==> src/sv/lsac_pkg.sv <==
package lsac_pkg;

	// Array size and the index width that addresses it.
	localparam int SENSORS = 8;
	localparam int IDX_W = (SENSORS > 1) ? $clog2(SENSORS) : 1;

	// Field widths.
	localparam int RAW_W = 12;
	localparam int LEVEL_W = 10;
	localparam int WEIGHT_W = 7;
	localparam int POS_W = 15;
	localparam int WTOT_W = 28;
	localparam int LTOT_W = 14;
	localparam int CFG_IDX_W = 3;
	localparam int CFG_DATA_W = 10;

	// Multiplier operand and product widths.
	localparam int MUL_A_W = 12;
	localparam int MUL_B_W = 14;
	localparam int MUL_P_W = MUL_A_W + MUL_B_W;

	// Divider widths: dividend and quotient share one word, two bits per cycle.
	localparam int DIV_N_W = 28;
	localparam int DIV_D_W = 14;
	localparam int DIV_STEPS = DIV_N_W / 2;
	localparam int DIV_CNT_W = $clog2(DIV_STEPS);

	localparam logic [LEVEL_W-1:0] FULL_SCALE = 10'd1000;
	localparam logic [RAW_W-1:0] RAW_MAX = 12'd4095;
	localparam logic [WEIGHT_W-1:0] PERCENT = 7'd100;
	localparam logic [WTOT_W-1:0] WTOT_MAX = 28'hFFF_FFFF;
	localparam logic [LTOT_W-1:0] LTOT_MAX = 14'h3FFF;
	localparam logic [POS_W-1:0] POS_MAX = 15'd15000;
	localparam logic [POS_W-1:0] POS_NONE = 15'h7FFF;

	typedef enum logic [1:0] {
		CMD_CLEAR = 2'd0,
		CMD_CALIBRATE = 2'd1,
		CMD_MEASURE = 2'd2
	} cmd_t;

	typedef enum logic [1:0] {
		KIND_DARK = 2'd0,
		KIND_LIGHT = 2'd1,
		KIND_UNSURE = 2'd2
	} kind_t;

	typedef enum logic [CFG_IDX_W-1:0] {
		REG_LINE_READS_HIGH = 3'd0,
		REG_FOLLOW_DARK = 3'd1,
		REG_SMOOTH_WEIGHT = 3'd2,
		REG_DETECT_ON = 3'd3,
		REG_DETECT_OFF = 3'd4,
		REG_SURFACE_MARGIN = 3'd5
	} reg_idx_t;

	// Status of the shared divider as seen by the sequencer.
	typedef struct packed {
		logic busy;
		logic done;
	} div_stat_t;

	// Sensor index times 1000, the weight of a sensor in the centroid.
	function automatic logic [MUL_B_W-1:0] pos_weight(input logic [3:0] idx);
		logic [MUL_B_W-1:0] w;
		w = MUL_B_W'(idx) * MUL_B_W'(FULL_SCALE);
		return w;
	endfunction

	// Surface class from the dark and light scores of a smoothed value.
	function automatic kind_t classify(input logic [LEVEL_W-1:0] s,
			input logic [LEVEL_W-1:0] margin);
		logic [LEVEL_W:0] dark;
		logic [LEVEL_W:0] light;
		kind_t k;
		dark = {1'b0, s};
		light = {1'b0, FULL_SCALE - s};
		if (dark >= light + {1'b0, margin}) begin
			k = KIND_DARK;
		end else if (light >= dark + {1'b0, margin}) begin
			k = KIND_LIGHT;
		end else begin
			k = KIND_UNSURE;
		end
		return k;
	endfunction

endpackage

==> src/sv/lsac_div.sv <==
// Restoring divider that retires two quotient bits per cycle. The dividend
// register shifts left and collects the quotient in its low bits.
module lsac_div (
	input logic clk,
	input logic arst_n,
	input logic start,
	input logic [lsac_pkg::DIV_N_W-1:0] dividend,
	input logic [lsac_pkg::DIV_D_W-1:0] divisor,
	output lsac_pkg::div_stat_t stat,
	output logic [lsac_pkg::DIV_N_W-1:0] quotient
);

	logic [lsac_pkg::DIV_N_W-1:0] num_q;
	logic [lsac_pkg::DIV_D_W-1:0] den_q;
	logic [lsac_pkg::DIV_D_W-1:0] rem_q;
	logic [lsac_pkg::DIV_CNT_W-1:0] cnt_q;
	logic busy_q;
	logic done_q;

	logic [lsac_pkg::DIV_D_W:0] r1;
	logic [lsac_pkg::DIV_D_W:0] r1_sub;
	logic [lsac_pkg::DIV_D_W-1:0] r1_keep;
	logic [lsac_pkg::DIV_D_W:0] r2;
	logic [lsac_pkg::DIV_D_W:0] r2_sub;
	logic [lsac_pkg::DIV_D_W-1:0] r2_keep;
	logic ge1;
	logic ge2;

	always_comb begin
		r1 = {rem_q, num_q[lsac_pkg::DIV_N_W-1]};
		ge1 = r1 >= {1'b0, den_q};
		r1_sub = r1 - {1'b0, den_q};
		r1_keep = ge1 ? r1_sub[lsac_pkg::DIV_D_W-1:0] : r1[lsac_pkg::DIV_D_W-1:0];
		r2 = {r1_keep, num_q[lsac_pkg::DIV_N_W-2]};
		ge2 = r2 >= {1'b0, den_q};
		r2_sub = r2 - {1'b0, den_q};
		r2_keep = ge2 ? r2_sub[lsac_pkg::DIV_D_W-1:0] : r2[lsac_pkg::DIV_D_W-1:0];
	end

	always_ff @(posedge clk or negedge arst_n) begin
		if (!arst_n) begin
			busy_q <= 1'b0;
			done_q <= 1'b0;
			cnt_q <= '0;
		end else begin
			done_q <= busy_q && !start
				&& (cnt_q == lsac_pkg::DIV_CNT_W'(lsac_pkg::DIV_STEPS - 1));
			if (start) begin
				busy_q <= 1'b1;
				cnt_q <= '0;
			end else if (busy_q) begin
				if (cnt_q == lsac_pkg::DIV_CNT_W'(lsac_pkg::DIV_STEPS - 1)) begin
					busy_q <= 1'b0;
				end
				cnt_q <= cnt_q + 1'b1;
			end
		end
	end

	always_ff @(posedge clk) begin
		if (start) begin
			num_q <= dividend;
			den_q <= divisor;
			rem_q <= '0;
		end else if (busy_q) begin
			num_q <= {num_q[lsac_pkg::DIV_N_W-3:0], ge1, ge2};
			rem_q <= r2_keep;
		end
	end

	assign stat.busy = busy_q;
	assign stat.done = done_q;
	assign quotient = num_q;

endmodule

==> src/sv/line_sensor_array_calibrator.sv <==
// Reflectance sensor array calibrator and line locator.
// Words enter on the s_axis channel, one per sensor reading: tuser carries the
// command (clear, calibrate, measure), tdata the sensor number and raw level,
// tlast marks the last reading of a frame. Clear and calibrate give no output
// word; every measure gives one word on m_axis with the smoothed level, the
// surface class in tuser and, on the frame's last word (tlast), the line flag
// and the centroid position (sensor number times 1000, all ones when none).
// The block works on one word at a time and drops s_axis_tready meanwhile.
// A measure makes up to three passes through the shared radix-4 divider (range
// scaling, percent smoothing, centroid). The result word is presented in the
// same cycle in which the input becomes ready again.
// The result sits in an output register, so the next word is accepted while
// the receiver stalls; only a second result waits for the first to be taken.
// Configuration registers are written through cfg_we/cfg_index/cfg_data; the
// user must write them only while the block is idle, which the block itself
// does not enforce. Reset clears the calibration window to empty, the smoothed
// levels to zero, the frame sums and flags, and loads the register defaults;
// no word is pending at the output after reset.
module line_sensor_array_calibrator (
	input logic clk,
	input logic arst_n,
	input logic s_axis_tvalid,
	output logic s_axis_tready,
	// [3:0] sensor number, [15:4] raw_level
	input logic [15:0] s_axis_tdata,
	// [1:0] command
	input logic [1:0] s_axis_tuser,
	input logic s_axis_tlast,
	output logic m_axis_tvalid,
	input logic m_axis_tready,
	// [9:0] scaled_level, [10] line_found, [25:11] line_position, [31:26] zero
	output logic [31:0] m_axis_tdata,
	// [1:0] surface_kind
	output logic [1:0] m_axis_tuser,
	output logic m_axis_tlast,
	input logic cfg_we,
	input logic [lsac_pkg::CFG_IDX_W-1:0] cfg_index,
	input logic [lsac_pkg::CFG_DATA_W-1:0] cfg_data
);

	// Sequencer states, one hot.
	typedef enum logic [14:0] {
		ST_IDLE = 15'h0001,
		ST_DISPATCH = 15'h0002,
		ST_SC_MUL = 15'h0004,
		ST_SC_GO = 15'h0008,
		ST_SC_WAIT = 15'h0010,
		ST_SM_MUL1 = 15'h0020,
		ST_SM_MUL2 = 15'h0040,
		ST_SM_GO = 15'h0080,
		ST_SM_WAIT = 15'h0100,
		ST_ACC_MUL = 15'h0200,
		ST_ACC_ADD = 15'h0400,
		ST_FRAME = 15'h0800,
		ST_POS_GO = 15'h1000,
		ST_POS_WAIT = 15'h2000,
		ST_EMIT = 15'h4000
	} state_t;

	state_t state_q;

	// Configuration registers.
	logic line_reads_high_q;
	logic follow_dark_q;
	logic [lsac_pkg::WEIGHT_W-1:0] weight_q;
	logic [lsac_pkg::LEVEL_W-1:0] on_level_q;
	logic [lsac_pkg::LEVEL_W-1:0] off_level_q;
	logic [lsac_pkg::LEVEL_W-1:0] margin_q;

	// Per-sensor calibration and smoothing state.
	logic [lsac_pkg::RAW_W-1:0] low_q [lsac_pkg::SENSORS];
	logic [lsac_pkg::RAW_W-1:0] high_q [lsac_pkg::SENSORS];
	logic [lsac_pkg::LEVEL_W-1:0] smooth_q [lsac_pkg::SENSORS];

	// Frame state.
	logic primed_q;
	logic line_q;
	logic [lsac_pkg::WTOT_W-1:0] wtot_q;
	logic [lsac_pkg::LTOT_W-1:0] ltot_q;
	logic [lsac_pkg::LEVEL_W-1:0] peak_q;

	// Latched input word.
	lsac_pkg::cmd_t cmd_q;
	logic [3:0] idx_q;
	logic [lsac_pkg::RAW_W-1:0] raw_q;
	logic last_q;

	// Working registers.
	logic [lsac_pkg::MUL_P_W-1:0] prod_q;
	logic [lsac_pkg::MUL_P_W-1:0] sum_q;
	logic [lsac_pkg::LEVEL_W-1:0] inst_q;
	logic [lsac_pkg::LEVEL_W-1:0] sm_q;

	// Result fields, then the output register.
	logic [lsac_pkg::LEVEL_W-1:0] scaled_q;
	lsac_pkg::kind_t kind_q;
	logic found_q;
	logic [lsac_pkg::POS_W-1:0] pos_q;
	logic out_valid_q;
	logic [31:0] out_data_q;
	logic [1:0] out_user_q;
	logic out_last_q;

	// Shared arithmetic.
	logic [lsac_pkg::MUL_A_W-1:0] mul_a;
	logic [lsac_pkg::MUL_B_W-1:0] mul_b;
	logic [lsac_pkg::MUL_P_W-1:0] mul_p;
	logic div_start;
	logic [lsac_pkg::DIV_N_W-1:0] div_num;
	logic [lsac_pkg::DIV_D_W-1:0] div_den;
	lsac_pkg::div_stat_t div_stat;
	logic [lsac_pkg::DIV_N_W-1:0] div_q;

	logic [lsac_pkg::IDX_W-1:0] sidx;
	logic in_range;
	logic [lsac_pkg::RAW_W-1:0] lo_cur;
	logic [lsac_pkg::RAW_W-1:0] hi_cur;
	logic window_ok;
	logic [lsac_pkg::WEIGHT_W-1:0] w_eff;
	logic [lsac_pkg::LEVEL_W-1:0] v_sel;
	logic [lsac_pkg::LEVEL_W-1:0] inst_c;
	logic [lsac_pkg::LEVEL_W-1:0] target;
	logic [lsac_pkg::WTOT_W:0] wtot_sum;
	logic [lsac_pkg::LTOT_W:0] ltot_sum;
	logic line_next;
	logic accept;
	logic out_free;

	assign accept = s_axis_tvalid && s_axis_tready;
	assign s_axis_tready = (state_q == ST_IDLE);
	assign out_free = !out_valid_q || m_axis_tready;

	assign sidx = idx_q[lsac_pkg::IDX_W-1:0];
	assign in_range = {1'b0, idx_q} < 5'(lsac_pkg::SENSORS);
	assign lo_cur = low_q[sidx];
	assign hi_cur = high_q[sidx];
	assign window_ok = (hi_cur > lo_cur) && (raw_q > lo_cur);
	assign w_eff = (weight_q > lsac_pkg::PERCENT) ? lsac_pkg::PERCENT : weight_q;

	// Instant value: the clamped scaling quotient, or zero for an empty window or
	// a raw level not above the low end, inverted when the line reads low.
	always_comb begin
		v_sel = '0;
		if (state_q == ST_SC_WAIT) begin
			if (div_q > lsac_pkg::DIV_N_W'(lsac_pkg::FULL_SCALE)) begin
				v_sel = lsac_pkg::FULL_SCALE;
			end else begin
				v_sel = div_q[lsac_pkg::LEVEL_W-1:0];
			end
		end
		inst_c = line_reads_high_q ? v_sel : lsac_pkg::FULL_SCALE - v_sel;
	end

	assign target = follow_dark_q ? sm_q : lsac_pkg::FULL_SCALE - sm_q;
	assign wtot_sum = {1'b0, wtot_q} + (lsac_pkg::WTOT_W + 1)'(prod_q);
	assign ltot_sum = {1'b0, ltot_q} + (lsac_pkg::LTOT_W + 1)'(target);
	assign line_next = line_q ? (peak_q >= off_level_q) : (peak_q >= on_level_q);

	// Operand selection for the single multiplier.
	always_comb begin
		mul_a = '0;
		mul_b = '0;
		case (state_q)
			ST_SC_MUL: begin
				mul_a = raw_q - lo_cur;
				mul_b = lsac_pkg::MUL_B_W'(lsac_pkg::FULL_SCALE);
			end
			ST_SM_MUL1: begin
				mul_a = lsac_pkg::MUL_A_W'(smooth_q[sidx]);
				mul_b = lsac_pkg::MUL_B_W'(lsac_pkg::PERCENT - w_eff);
			end
			ST_SM_MUL2: begin
				mul_a = lsac_pkg::MUL_A_W'(inst_q);
				mul_b = lsac_pkg::MUL_B_W'(w_eff);
			end
			ST_ACC_MUL: begin
				mul_a = lsac_pkg::MUL_A_W'(target);
				mul_b = lsac_pkg::pos_weight(idx_q);
			end
			default: begin
				mul_a = '0;
				mul_b = '0;
			end
		endcase
	end

	assign mul_p = lsac_pkg::MUL_P_W'(mul_a) * lsac_pkg::MUL_P_W'(mul_b);

	// Operand selection for the shared divider.
	always_comb begin
		div_start = 1'b0;
		div_num = '0;
		div_den = '0;
		case (state_q)
			ST_SC_GO: begin
				div_start = 1'b1;
				div_num = lsac_pkg::DIV_N_W'(prod_q);
				div_den = lsac_pkg::DIV_D_W'(hi_cur - lo_cur);
			end
			ST_SM_GO: begin
				div_start = 1'b1;
				div_num = lsac_pkg::DIV_N_W'(sum_q) + lsac_pkg::DIV_N_W'(prod_q);
				div_den = lsac_pkg::DIV_D_W'(lsac_pkg::PERCENT);
			end
			ST_POS_GO: begin
				div_start = 1'b1;
				div_num = wtot_q;
				div_den = ltot_q;
			end
			default: begin
				div_start = 1'b0;
			end
		endcase
	end

	lsac_div u_div (
		.clk(clk),
		.arst_n(arst_n),
		.start(div_start),
		.dividend(div_num),
		.divisor(div_den),
		.stat(div_stat),
		.quotient(div_q)
	);

	// Configuration writes.
	always_ff @(posedge clk or negedge arst_n) begin
		if (!arst_n) begin
			line_reads_high_q <= 1'b1;
			follow_dark_q <= 1'b1;
			weight_q <= 7'd30;
			on_level_q <= 10'd300;
			off_level_q <= 10'd200;
			margin_q <= 10'd200;
		end else if (cfg_we) begin
			case (cfg_index)
				lsac_pkg::REG_LINE_READS_HIGH: line_reads_high_q <= cfg_data[0];
				lsac_pkg::REG_FOLLOW_DARK: follow_dark_q <= cfg_data[0];
				lsac_pkg::REG_SMOOTH_WEIGHT: weight_q <= cfg_data[lsac_pkg::WEIGHT_W-1:0];
				lsac_pkg::REG_DETECT_ON: on_level_q <= cfg_data;
				lsac_pkg::REG_DETECT_OFF: off_level_q <= cfg_data;
				lsac_pkg::REG_SURFACE_MARGIN: margin_q <= cfg_data;
				default: begin
				end
			endcase
		end
	end

	// Sequencer and the state it owns.
	always_ff @(posedge clk or negedge arst_n) begin
		if (!arst_n) begin
			state_q <= ST_IDLE;
			for (int i = 0; i < lsac_pkg::SENSORS; i++) begin
				low_q[i] <= lsac_pkg::RAW_MAX;
				high_q[i] <= '0;
				smooth_q[i] <= '0;
			end
			primed_q <= 1'b0;
			line_q <= 1'b0;
			wtot_q <= '0;
			ltot_q <= '0;
			peak_q <= '0;
			out_valid_q <= 1'b0;
		end else begin
			// The output register loads as the old word leaves or when it is empty.
			if (state_q == ST_EMIT && out_free) begin
				out_valid_q <= 1'b1;
			end else if (m_axis_tready) begin
				out_valid_q <= 1'b0;
			end
			case (state_q)
				ST_IDLE: begin
					if (accept) begin
						state_q <= ST_DISPATCH;
					end
				end
				ST_DISPATCH: begin
					case (cmd_q)
						lsac_pkg::CMD_CLEAR: begin
							for (int i = 0; i < lsac_pkg::SENSORS; i++) begin
								low_q[i] <= lsac_pkg::RAW_MAX;
								high_q[i] <= '0;
							end
							primed_q <= 1'b0;
							line_q <= 1'b0;
							wtot_q <= '0;
							ltot_q <= '0;
							peak_q <= '0;
							state_q <= ST_IDLE;
						end
						lsac_pkg::CMD_CALIBRATE: begin
							if (in_range) begin
								if (raw_q < lo_cur) begin
									low_q[sidx] <= raw_q;
								end
								if (raw_q > hi_cur) begin
									high_q[sidx] <= raw_q;
								end
							end
							state_q <= ST_IDLE;
						end
						lsac_pkg::CMD_MEASURE: begin
							state_q <= in_range ? ST_SC_MUL : ST_FRAME;
						end
						default: begin
							state_q <= ST_IDLE;
						end
					endcase
				end
				ST_SC_MUL: begin
					if (window_ok) begin
						state_q <= ST_SC_GO;
					end else if (primed_q) begin
						state_q <= ST_SM_MUL1;
					end else begin
						state_q <= ST_ACC_MUL;
					end
				end
				ST_SC_GO: begin
					state_q <= ST_SC_WAIT;
				end
				ST_SC_WAIT: begin
					if (div_stat.done) begin
						state_q <= primed_q ? ST_SM_MUL1 : ST_ACC_MUL;
					end
				end
				ST_SM_MUL1: begin
					state_q <= ST_SM_MUL2;
				end
				ST_SM_MUL2: begin
					state_q <= ST_SM_GO;
				end
				ST_SM_GO: begin
					state_q <= ST_SM_WAIT;
				end
				ST_SM_WAIT: begin
					if (div_stat.done) begin
						state_q <= ST_ACC_MUL;
					end
				end
				ST_ACC_MUL: begin
					smooth_q[sidx] <= sm_q;
					state_q <= ST_ACC_ADD;
				end
				ST_ACC_ADD: begin
					// Both frame sums saturate rather than wrap.
					wtot_q <= wtot_sum[lsac_pkg::WTOT_W] ? lsac_pkg::WTOT_MAX
						: wtot_sum[lsac_pkg::WTOT_W-1:0];
					ltot_q <= ltot_sum[lsac_pkg::LTOT_W] ? lsac_pkg::LTOT_MAX
						: ltot_sum[lsac_pkg::LTOT_W-1:0];
					if (target > peak_q) begin
						peak_q <= target;
					end
					state_q <= ST_FRAME;
				end
				ST_FRAME: begin
					if (last_q) begin
						primed_q <= 1'b1;
						line_q <= line_next;
						if (line_next && (ltot_q != '0)) begin
							state_q <= ST_POS_GO;
						end else begin
							wtot_q <= '0;
							ltot_q <= '0;
							peak_q <= '0;
							state_q <= ST_EMIT;
						end
					end else begin
						state_q <= ST_EMIT;
					end
				end
				ST_POS_GO: begin
					// The divider has latched the sums, so the frame restarts here.
					wtot_q <= '0;
					ltot_q <= '0;
					peak_q <= '0;
					state_q <= ST_POS_WAIT;
				end
				ST_POS_WAIT: begin
					if (div_stat.done) begin
						state_q <= ST_EMIT;
					end
				end
				ST_EMIT: begin
					if (out_free) begin
						state_q <= ST_IDLE;
					end
				end
				default: begin
					state_q <= ST_IDLE;
				end
			endcase
		end
	end

	// Data registers; the sequencer state decides when each one loads.
	always_ff @(posedge clk) begin
		if (accept) begin
			cmd_q <= lsac_pkg::cmd_t'(s_axis_tuser);
			idx_q <= s_axis_tdata[3:0];
			raw_q <= s_axis_tdata[15:4];
			last_q <= s_axis_tlast;
		end
		case (state_q)
			ST_DISPATCH: begin
				scaled_q <= '0;
				kind_q <= lsac_pkg::KIND_UNSURE;
				found_q <= 1'b0;
				pos_q <= lsac_pkg::POS_NONE;
			end
			ST_SC_MUL: begin
				prod_q <= mul_p;
				inst_q <= inst_c;
				sm_q <= inst_c;
			end
			ST_SC_WAIT: begin
				inst_q <= inst_c;
				sm_q <= inst_c;
			end
			ST_SM_MUL1: begin
				sum_q <= mul_p;
			end
			ST_SM_MUL2: begin
				prod_q <= mul_p;
			end
			ST_SM_WAIT: begin
				sm_q <= div_q[lsac_pkg::LEVEL_W-1:0];
			end
			ST_ACC_MUL: begin
				prod_q <= mul_p;
				scaled_q <= sm_q;
				kind_q <= lsac_pkg::classify(sm_q, margin_q);
			end
			ST_FRAME: begin
				found_q <= last_q && line_next;
			end
			ST_POS_WAIT: begin
				if (div_q > lsac_pkg::DIV_N_W'(lsac_pkg::POS_MAX)) begin
					pos_q <= lsac_pkg::POS_MAX;
				end else begin
					pos_q <= div_q[lsac_pkg::POS_W-1:0];
				end
			end
			ST_EMIT: begin
				if (out_free) begin
					out_data_q <= {6'd0, pos_q, found_q, scaled_q};
					out_user_q <= kind_q;
					out_last_q <= last_q;
				end
			end
			default: begin
			end
		endcase
	end

	assign m_axis_tvalid = out_valid_q;
	assign m_axis_tdata = out_data_q;
	assign m_axis_tuser = out_user_q;
	assign m_axis_tlast = out_last_q;

	// An accepted word always moves the sequencer out of idle.
	a_busy_after_accept: assert property (@(posedge clk) disable iff (!arst_n)
		accept |=> !s_axis_tready)
		else $error("input still ready after a word was accepted");

	// The divider reports completion only while the sequencer waits for it.
	a_div_done_waited: assert property (@(posedge clk) disable iff (!arst_n)
		div_stat.done |-> (state_q == ST_SC_WAIT || state_q == ST_SM_WAIT
			|| state_q == ST_POS_WAIT))
		else $error("divider finished with nobody waiting");

	// Words that do not close a frame carry no line result.
	a_mid_frame_fields: assert property (@(posedge clk) disable iff (!arst_n)
		(m_axis_tvalid && !m_axis_tlast) |-> (!m_axis_tdata[10]
			&& m_axis_tdata[25:11] == lsac_pkg::POS_NONE))
		else $error("line fields set on a word inside a frame");

	// A reported position is either the none code or at most POS_MAX (15000).
	a_pos_range: assert property (@(posedge clk) disable iff (!arst_n)
		m_axis_tvalid |-> (m_axis_tdata[25:11] == lsac_pkg::POS_NONE
			|| m_axis_tdata[25:11] <= lsac_pkg::POS_MAX))
		else $error("line position out of range");

endmodule
==> config.mk <==
export PLATFORM = sky130hd
export DESIGN_NAME = line_sensor_array_calibrator
export DESIGN_NICKNAME = d
export VERILOG_FILES = /design/src/sv/lsac_pkg.sv /design/src/sv/lsac_div.sv /design/src/sv/line_sensor_array_calibrator.sv
export SDC_FILE = /design/constraint.sdc
export NUM_CORES = 2
export LEC_CHECK = 0
export BUFFER_PORTS_ARGS = -buffer_cell sky130_fd_sc_hd__buf_2
export CAP_MARGIN = 40
export CORE_AREA = 5 5 254 256
export CTS_BUF_LIST = sky130_fd_sc_hd__clkbuf_16
export DETAILED_ROUTE_END_ITERATION = 16
export DIE_AREA = 0 0 259 261
export GPL_TIMING_DRIVEN = 0
export PLACE_DENSITY = 0.91
export SYNTH_ARGS = -nofsm -noshare
export SYNTH_HDL_FRONTEND = slang
export SYNTH_HIERARCHICAL = 1
export SYNTH_SLANG_ARGS = --single-unit
==> constraint.sdc <==
create_clock -name clk -period 12.8 [get_ports clk]
set_clock_uncertainty 0.2 [all_clocks]
set_input_delay 0 -clock clk [delete_from_list [all_inputs] [get_ports clk]]
set_output_delay 0 -clock clk [all_outputs]
set_load 0.02 [all_outputs]
# Word level (Yosys, flattened, before mapping)
# Cells that the tools add are included.
[op_classes]
addsub = 13
mul = 2
magnitude_cmp = 17
n_eq_ne = 35
muxes = 84
bitwise_logic = 1
reduce_logical = 38
[ops]
columns = ["operator", "n"]
rows = [
  ["$mux 96", 4],
  ["$pmux 96 s2", 2],
  ["$pmux 15 s15", 1],
  ["$bwmux 96", 2],
  ["$mux 28", 6],
  ["$mux 10", 13],
  ["$mux 15", 8],
  ["$pmux 14 s4", 2],
  ["$pmux 28 s4", 1],
  ["$mux 12", 7],
  ["$mux 14", 6],
  ["$pmux 28 s3", 1],
  ["$bwmux 80", 1],
  ["$bmux 12 s3", 2],
  ["$pmux 12 s4", 1],
  ["$pmux 14 s3", 1],
  ["$pmux 10 s2", 2],
  ["$pmux 10 s4", 1],
  ["$demux 12 s3", 1],
  ["$gt 12x12->1", 3],
  ["$bmux 10 s3", 1],
  ["$demux 10 s3", 1],
  ["$ge 15x14->1", 2],
  ["$pmux 15 s2", 1],
  ["other kinds (66)", 120],
]
[totals]
regBits = 591
inputBits = 37
out_inout_bits = 37
elab_cells = 248

# Longest topological paths before layout
[logic_depth]
depth_word = 9
ltp_mapped = 36
ltp_nobuf = 33

# Cells and area by module
# The synthesis kept the hierarchy.
[by_module_without_submodules]
columns = ["module", "n_inst", "cells_each", "area_each_um2"]
rows = [
  ["line_sensor_array_calibrator", 1, 3274, 35217.5],
  ["lsac_div", 1, 367, 3976.3],
]

# Least setup slack after synthesis
# OpenSTA, ideal clock, no wires.
[synth_timing]
kind = "register to register"
start = "reg idx_q[0]"
end = "reg prod_q[23] (netlist bit), data pin"
setup_time_ns = 0.262
arrival_time_ns = 8.937
slack_ns = 3.400
stages_incl_launch_ff = 33
cell_sequence = "edfxtp_1 buf_2 buf_2 buf_2 buf_1 mux4_2 mux2i_1 ha_1 a21o_1 a21o_1 a221oi_1 xnor2_1 a221oi_1 clkbuf_1 nor2_1 fa_1 inv_1 fa_1 fa_1 inv_1 fa_1 inv_1 fa_1 inv_1 ha_1 or3_1 or2_2 a31oi_1 o21ai_1 o41a_1 a31o_2 a21oi_1 xnor2_1"
[synth_between]
elab_chain_len = 7
word_cells_on_any_way = 12
classes_between = "1 x add/sub; 2 x mul; 8 x mux; 1 x bitwise"
[synth_lines]
columns = ["element", "line", "text"]
rows = [
  ["from (decl)", "line_sensor_array_calibrator.sv:84", "logic [3:0] idx_q;"],
  ["from (signal assigned)", "line_sensor_array_calibrator.sv:400", "idx_q <= s_axis_tdata[3:0];"],
  ["$not 3->4 (implied by the code)", "line_sensor_array_calibrator.sv:135, line_sensor_array_calibrator.sv:169", ""],
  ["$bmux 12 s3", "line_sensor_array_calibrator.sv:135", "assign lo_cur = low_q[sidx];"],
  ["$mux 12 (implied by the code) (2 in series)", "line_sensor_array_calibrator.sv:135", ""],
  ["$sub 12x12->12", "line_sensor_array_calibrator.sv:165", "mul_a = raw_q - lo_cur;"],
  ["$pmux 12 s4", "line_sensor_array_calibrator.sv:163", "case (state_q)"],
  ["$mul 12x14->26 *", "line_sensor_array_calibrator.sv:187", "assign mul_p = lsac_pkg::MUL_P_W'(mul_a) * lsac_pkg::MUL_P_W'(mul_b);"],
  ["net mul_p, one bit", "line_sensor_array_calibrator.sv:107", "logic [lsac_pkg::MUL_P_W-1:0] mul_p;"],
  ["to (signal assigned)", "line_sensor_array_calibrator.sv:412", "prod_q <= mul_p;"],
  ["to (signal assigned)", "line_sensor_array_calibrator.sv:424", "prod_q <= mul_p;"],
  ["to (signal assigned)", "line_sensor_array_calibrator.sv:430", "prod_q <= mul_p;"],
  ["to (decl)", "line_sensor_array_calibrator.sv:89", "logic [lsac_pkg::MUL_P_W-1:0] prod_q;"],
]
# Mark *: on every way through the listed nets, which the timed path passes. The rest lies on a longest branch. The select of a mux whose other input is x is not followed.
# A chain may end at the register's enable or synchronous reset.

# Worst setup path after layout
[layout_timing]
start = "reg idx_q[1]"
end = "reg sum_q[23] (netlist bit), data pin"
[layout_between]
elab_chain_len = 7
word_cells_on_any_way = 12
classes_between = "1 x add/sub; 2 x mul; 8 x mux; 1 x bitwise"
[layout_lines]
columns = ["element", "line", "text"]
rows = [
  ["$not 3->4 (implied by the code)", "line_sensor_array_calibrator.sv:135, line_sensor_array_calibrator.sv:169", ""],
  ["$bmux 12 s3", "line_sensor_array_calibrator.sv:135", ""],
  ["$mux 12 (implied by the code) (2 in series)", "line_sensor_array_calibrator.sv:135", ""],
  ["$sub 12x12->12", "line_sensor_array_calibrator.sv:165", ""],
  ["$pmux 12 s4", "line_sensor_array_calibrator.sv:163", ""],
  ["$mul 12x14->26 *", "line_sensor_array_calibrator.sv:187", ""],
  ["net mul_p, one bit", "line_sensor_array_calibrator.sv:107", ""],
  ["to (signal assigned)", "line_sensor_array_calibrator.sv:421", "sum_q <= mul_p;"],
  ["to (decl)", "line_sensor_array_calibrator.sv:90", "logic [lsac_pkg::MUL_P_W-1:0] sum_q;"],
]
# Marks and branches as above.

==> summary.txt <==
Status
  – Status: completed

Final layout
  – Final Core Density: 0.7044
  – # fillers: 3983
  – Layout cells sized above 1: 0.1583
  – Final net count: approximately 4300
  – Area growth syn-to-layout: 11.94%

STA
  – Setup TNS: 0 ns
  – Final Hold Fails: 0
  – Endpoints failing setup: 0
  – Max Freq: 0.07999 GHz
  – Rel. slew slack: 0.2799
  – Crit share post-route: 0.9767
  – Slew Viols, Final: 0
  – Final Critical Period: between 10 and 15 ns
  – Worst Tran Pin Value: ~1.1 ns
  – RSZ-0062 raised after global routing: no

Global route
  – Overall global routing resource usage: 0.3439
  – Vias in the first global route: 33060
  – Largest net degree at the start of global routing: about 130
  – First-pass GRT wire length: ~180 mm
  – Initial antenna violation count: 3
  – Grt ovf: 0

Die
  – Die area: a little under 0.07 sq mm
  – Row Count: 92
  – I/O pin count: 74
  – Initial Util: 0.6292
  – Die X: 259 um
  – Die H: about 260 um
  – Core area: 0.06227 sq mm

Setup path
  – WP data required: 13.01 ns
  – CP Max Fanout: 10
  – CP max stage delay: 0.86 ns
  – Delay-heaviest family, CP: adder cells
  – Critical Path AT: about 13 ns
  – Crit. End Element: register
  – Worst setup SP type: register
  – Buf/Inv on CP: 8
  – Worst path slowest cell: a221oi_1
  – Most used cell, CP: fa_1
  – CP Class: reg2reg

Place
  – Routability cong.: between 1 and 1.5
  – Port Buf Inserts: 66
  – DP Wirelength: about 80 mm

Detailed routing
  – Routed WL per cell: about 25 um
  – ANT nets after route: 0
  – Initial DRC Count: between 4000 and 5000
  – Via Count: 32470
  – DRC violations left: 0
  – Detailed Route WL: 117.6 mm
  – Drt via density: ~6.8
  – DRT Pass-1 Iters: 9

Pwr
  – Peak VDD IR: about 320 uV
  – PwrDens: 184.5 mW/mm^2
  – Leak: just under 20 nW

Clock network
  – Resize count post-CTS: 0
  – Clk_lat worst skew: 0.70 ns
  – CTS max path bufs: 3
  – Number of H-tree levels: 2
  – Clock-pin slew on the worst setup and hold paths: about 0.07 ns
  – Inserted Clock Buffers: 60
  – Clock Tree Root: clkbuf_16
  – Clock sinks: around 590
  – CTS tree: done

Synthesis
  – Post-Syn Area: 0.03919 sq mm
  – Post-Syn Instances: ~3600
  – Ys Warns: 6
  – Mean post-synth cell area: around 11 sq um

Job
  – Max_cap viols: 0

Worst hold path
  – Hold Path Class: in2reg
-- per-stage QoR --
stage	area, sq um	total power, W	setup slack [ns]	instances	hold WS (ns)
after floorplan	39260	0.005130	3.400	3660	-0.4956
after CTS	43850	0.007940	0.8155	4787	0.001319
final	43870	0.008092	0.2978	4789	0.03706
after global placement	40650	0.005863	1.036	4572	-0.02379
after global routing	43860	0.008430	0.1962	4788	0.05086
after detailed placement	40900	0.006029	1.003	4586	-0.3344
-- tightest hold or removal path: cells and delay by family --
| kind | cells | cell delay, ns |
|---|---|---|
| muxes | 1 | 0.17 |
| buffers and inverters | 2 | 0.72 |
-- flip-flops by register name, summed over array words and instances (netlist names), 7 cells and up --
| name | count |
|---|---|
| inst_q | 10 |
| off_level_q | 10 |
| low_q | 96 |
| prod_q | 26 |
| sm_q | 10 |
| on_level_q | 10 |
| u_div/rem_q | 14 |
| weight_q | 7 |
| margin_q | 10 |
| state_q | 15 |
| u_div/quotient | 28 |
| scaled_q | 10 |
| wtot_q | 28 |
| u_div/den_q | 14 |
| m_axis_tdata | 26 |
| high_q | 96 |
| peak_q | 10 |
| raw_q | 12 |
| smooth_q | 80 |
| sum_q | 26 |
| pos_q | 15 |
| ltot_q | 14 |
-- repair_timing --
item | in CTS | in global routing
endpoints found under the hold margin | 250 | 0
hold buffers | 88 | 0
setup buffers | 0 | 0
-- routing by layer --
metal  routed length [um]  part of all wire  track usage  vias up
li1                     -                 -            -    13580
met2                53600              0.46       0.5544     2492
met5                   27           0.00023     0.002137        -
met4                 9775             0.083       0.2233        4
met3                13890              0.12      0.08349      752
met1                40350              0.34       0.4166    15650
-- where the power goes --
group / internal, W / switching, W
combinational: 0.00162 / 0.00211
sequential: 0.00231 / 0.000188
clock: 0.00103 / 0.000832
-- worst paths after layout --
check	startpoint	endpoint	slack, ns	cells past startpoint
worst max-delay path	idx_q[1]$_DFFE_PP_	sum_q[23]$_DFFE_PP_	0.30	32
worst min-delay path	cfg_data[5]	weight_q[5]$_DFFE_PN0P_	0.04	3
worst max register to register	idx_q[1]$_DFFE_PP_	sum_q[23]$_DFFE_PP_	0.30	32
worst min register to register	pos_q[6]$_SDFFCE_PN1P_	m_axis_tdata[17]$_DFFE_PP_	0.22	0
max in group asynchronous	arst_n	high_q[46]$_DFFE_PN0P_	10.39	6
min in group asynchronous	arst_n	wtot_q[2]$_DFFE_PN0P_	0.21	4
-- cell usage in the layout, fill, tap and decap left out, drive strengths merged, types with 27 or more instances in the layout --
master	n
a211oi	35
a21o	60
a21oi	167
a22o	99
a22oi	42
and2	44
buf	159
clkbuf	159
dfrtp	274
dfstp	113
dlygate4sd3	87
edfxtp	190
fa	136
ha	280
inv	327
mux2	151
mux2i	34
mux4	68
nand2	313
nand2b	52
nand3	54
nand4	27
nor2	180
nor2b	49
nor3	44
o21ai	179
o22a	96
xnor2	97
xor2	49
-- layout make-up --
cell class	count	area [sq um]	share of cell area
Buffer	176	762.0	0.01737
Clock buffer	60	1501	0.03423
Inverter	314	1179	0.02687
Antenna cell	1	2.502	0.00005705
Sequential cell	591	15810	0.3604
Multi-Input combinational cell	2579	21520	0.4906
Timing Repair Buffer	169	1470	0.03351
Clock inverter	53	561.8	0.01281
Tap cell	846	1059	0.02413
Note: power is estimated with default switching activity, not from simulation.
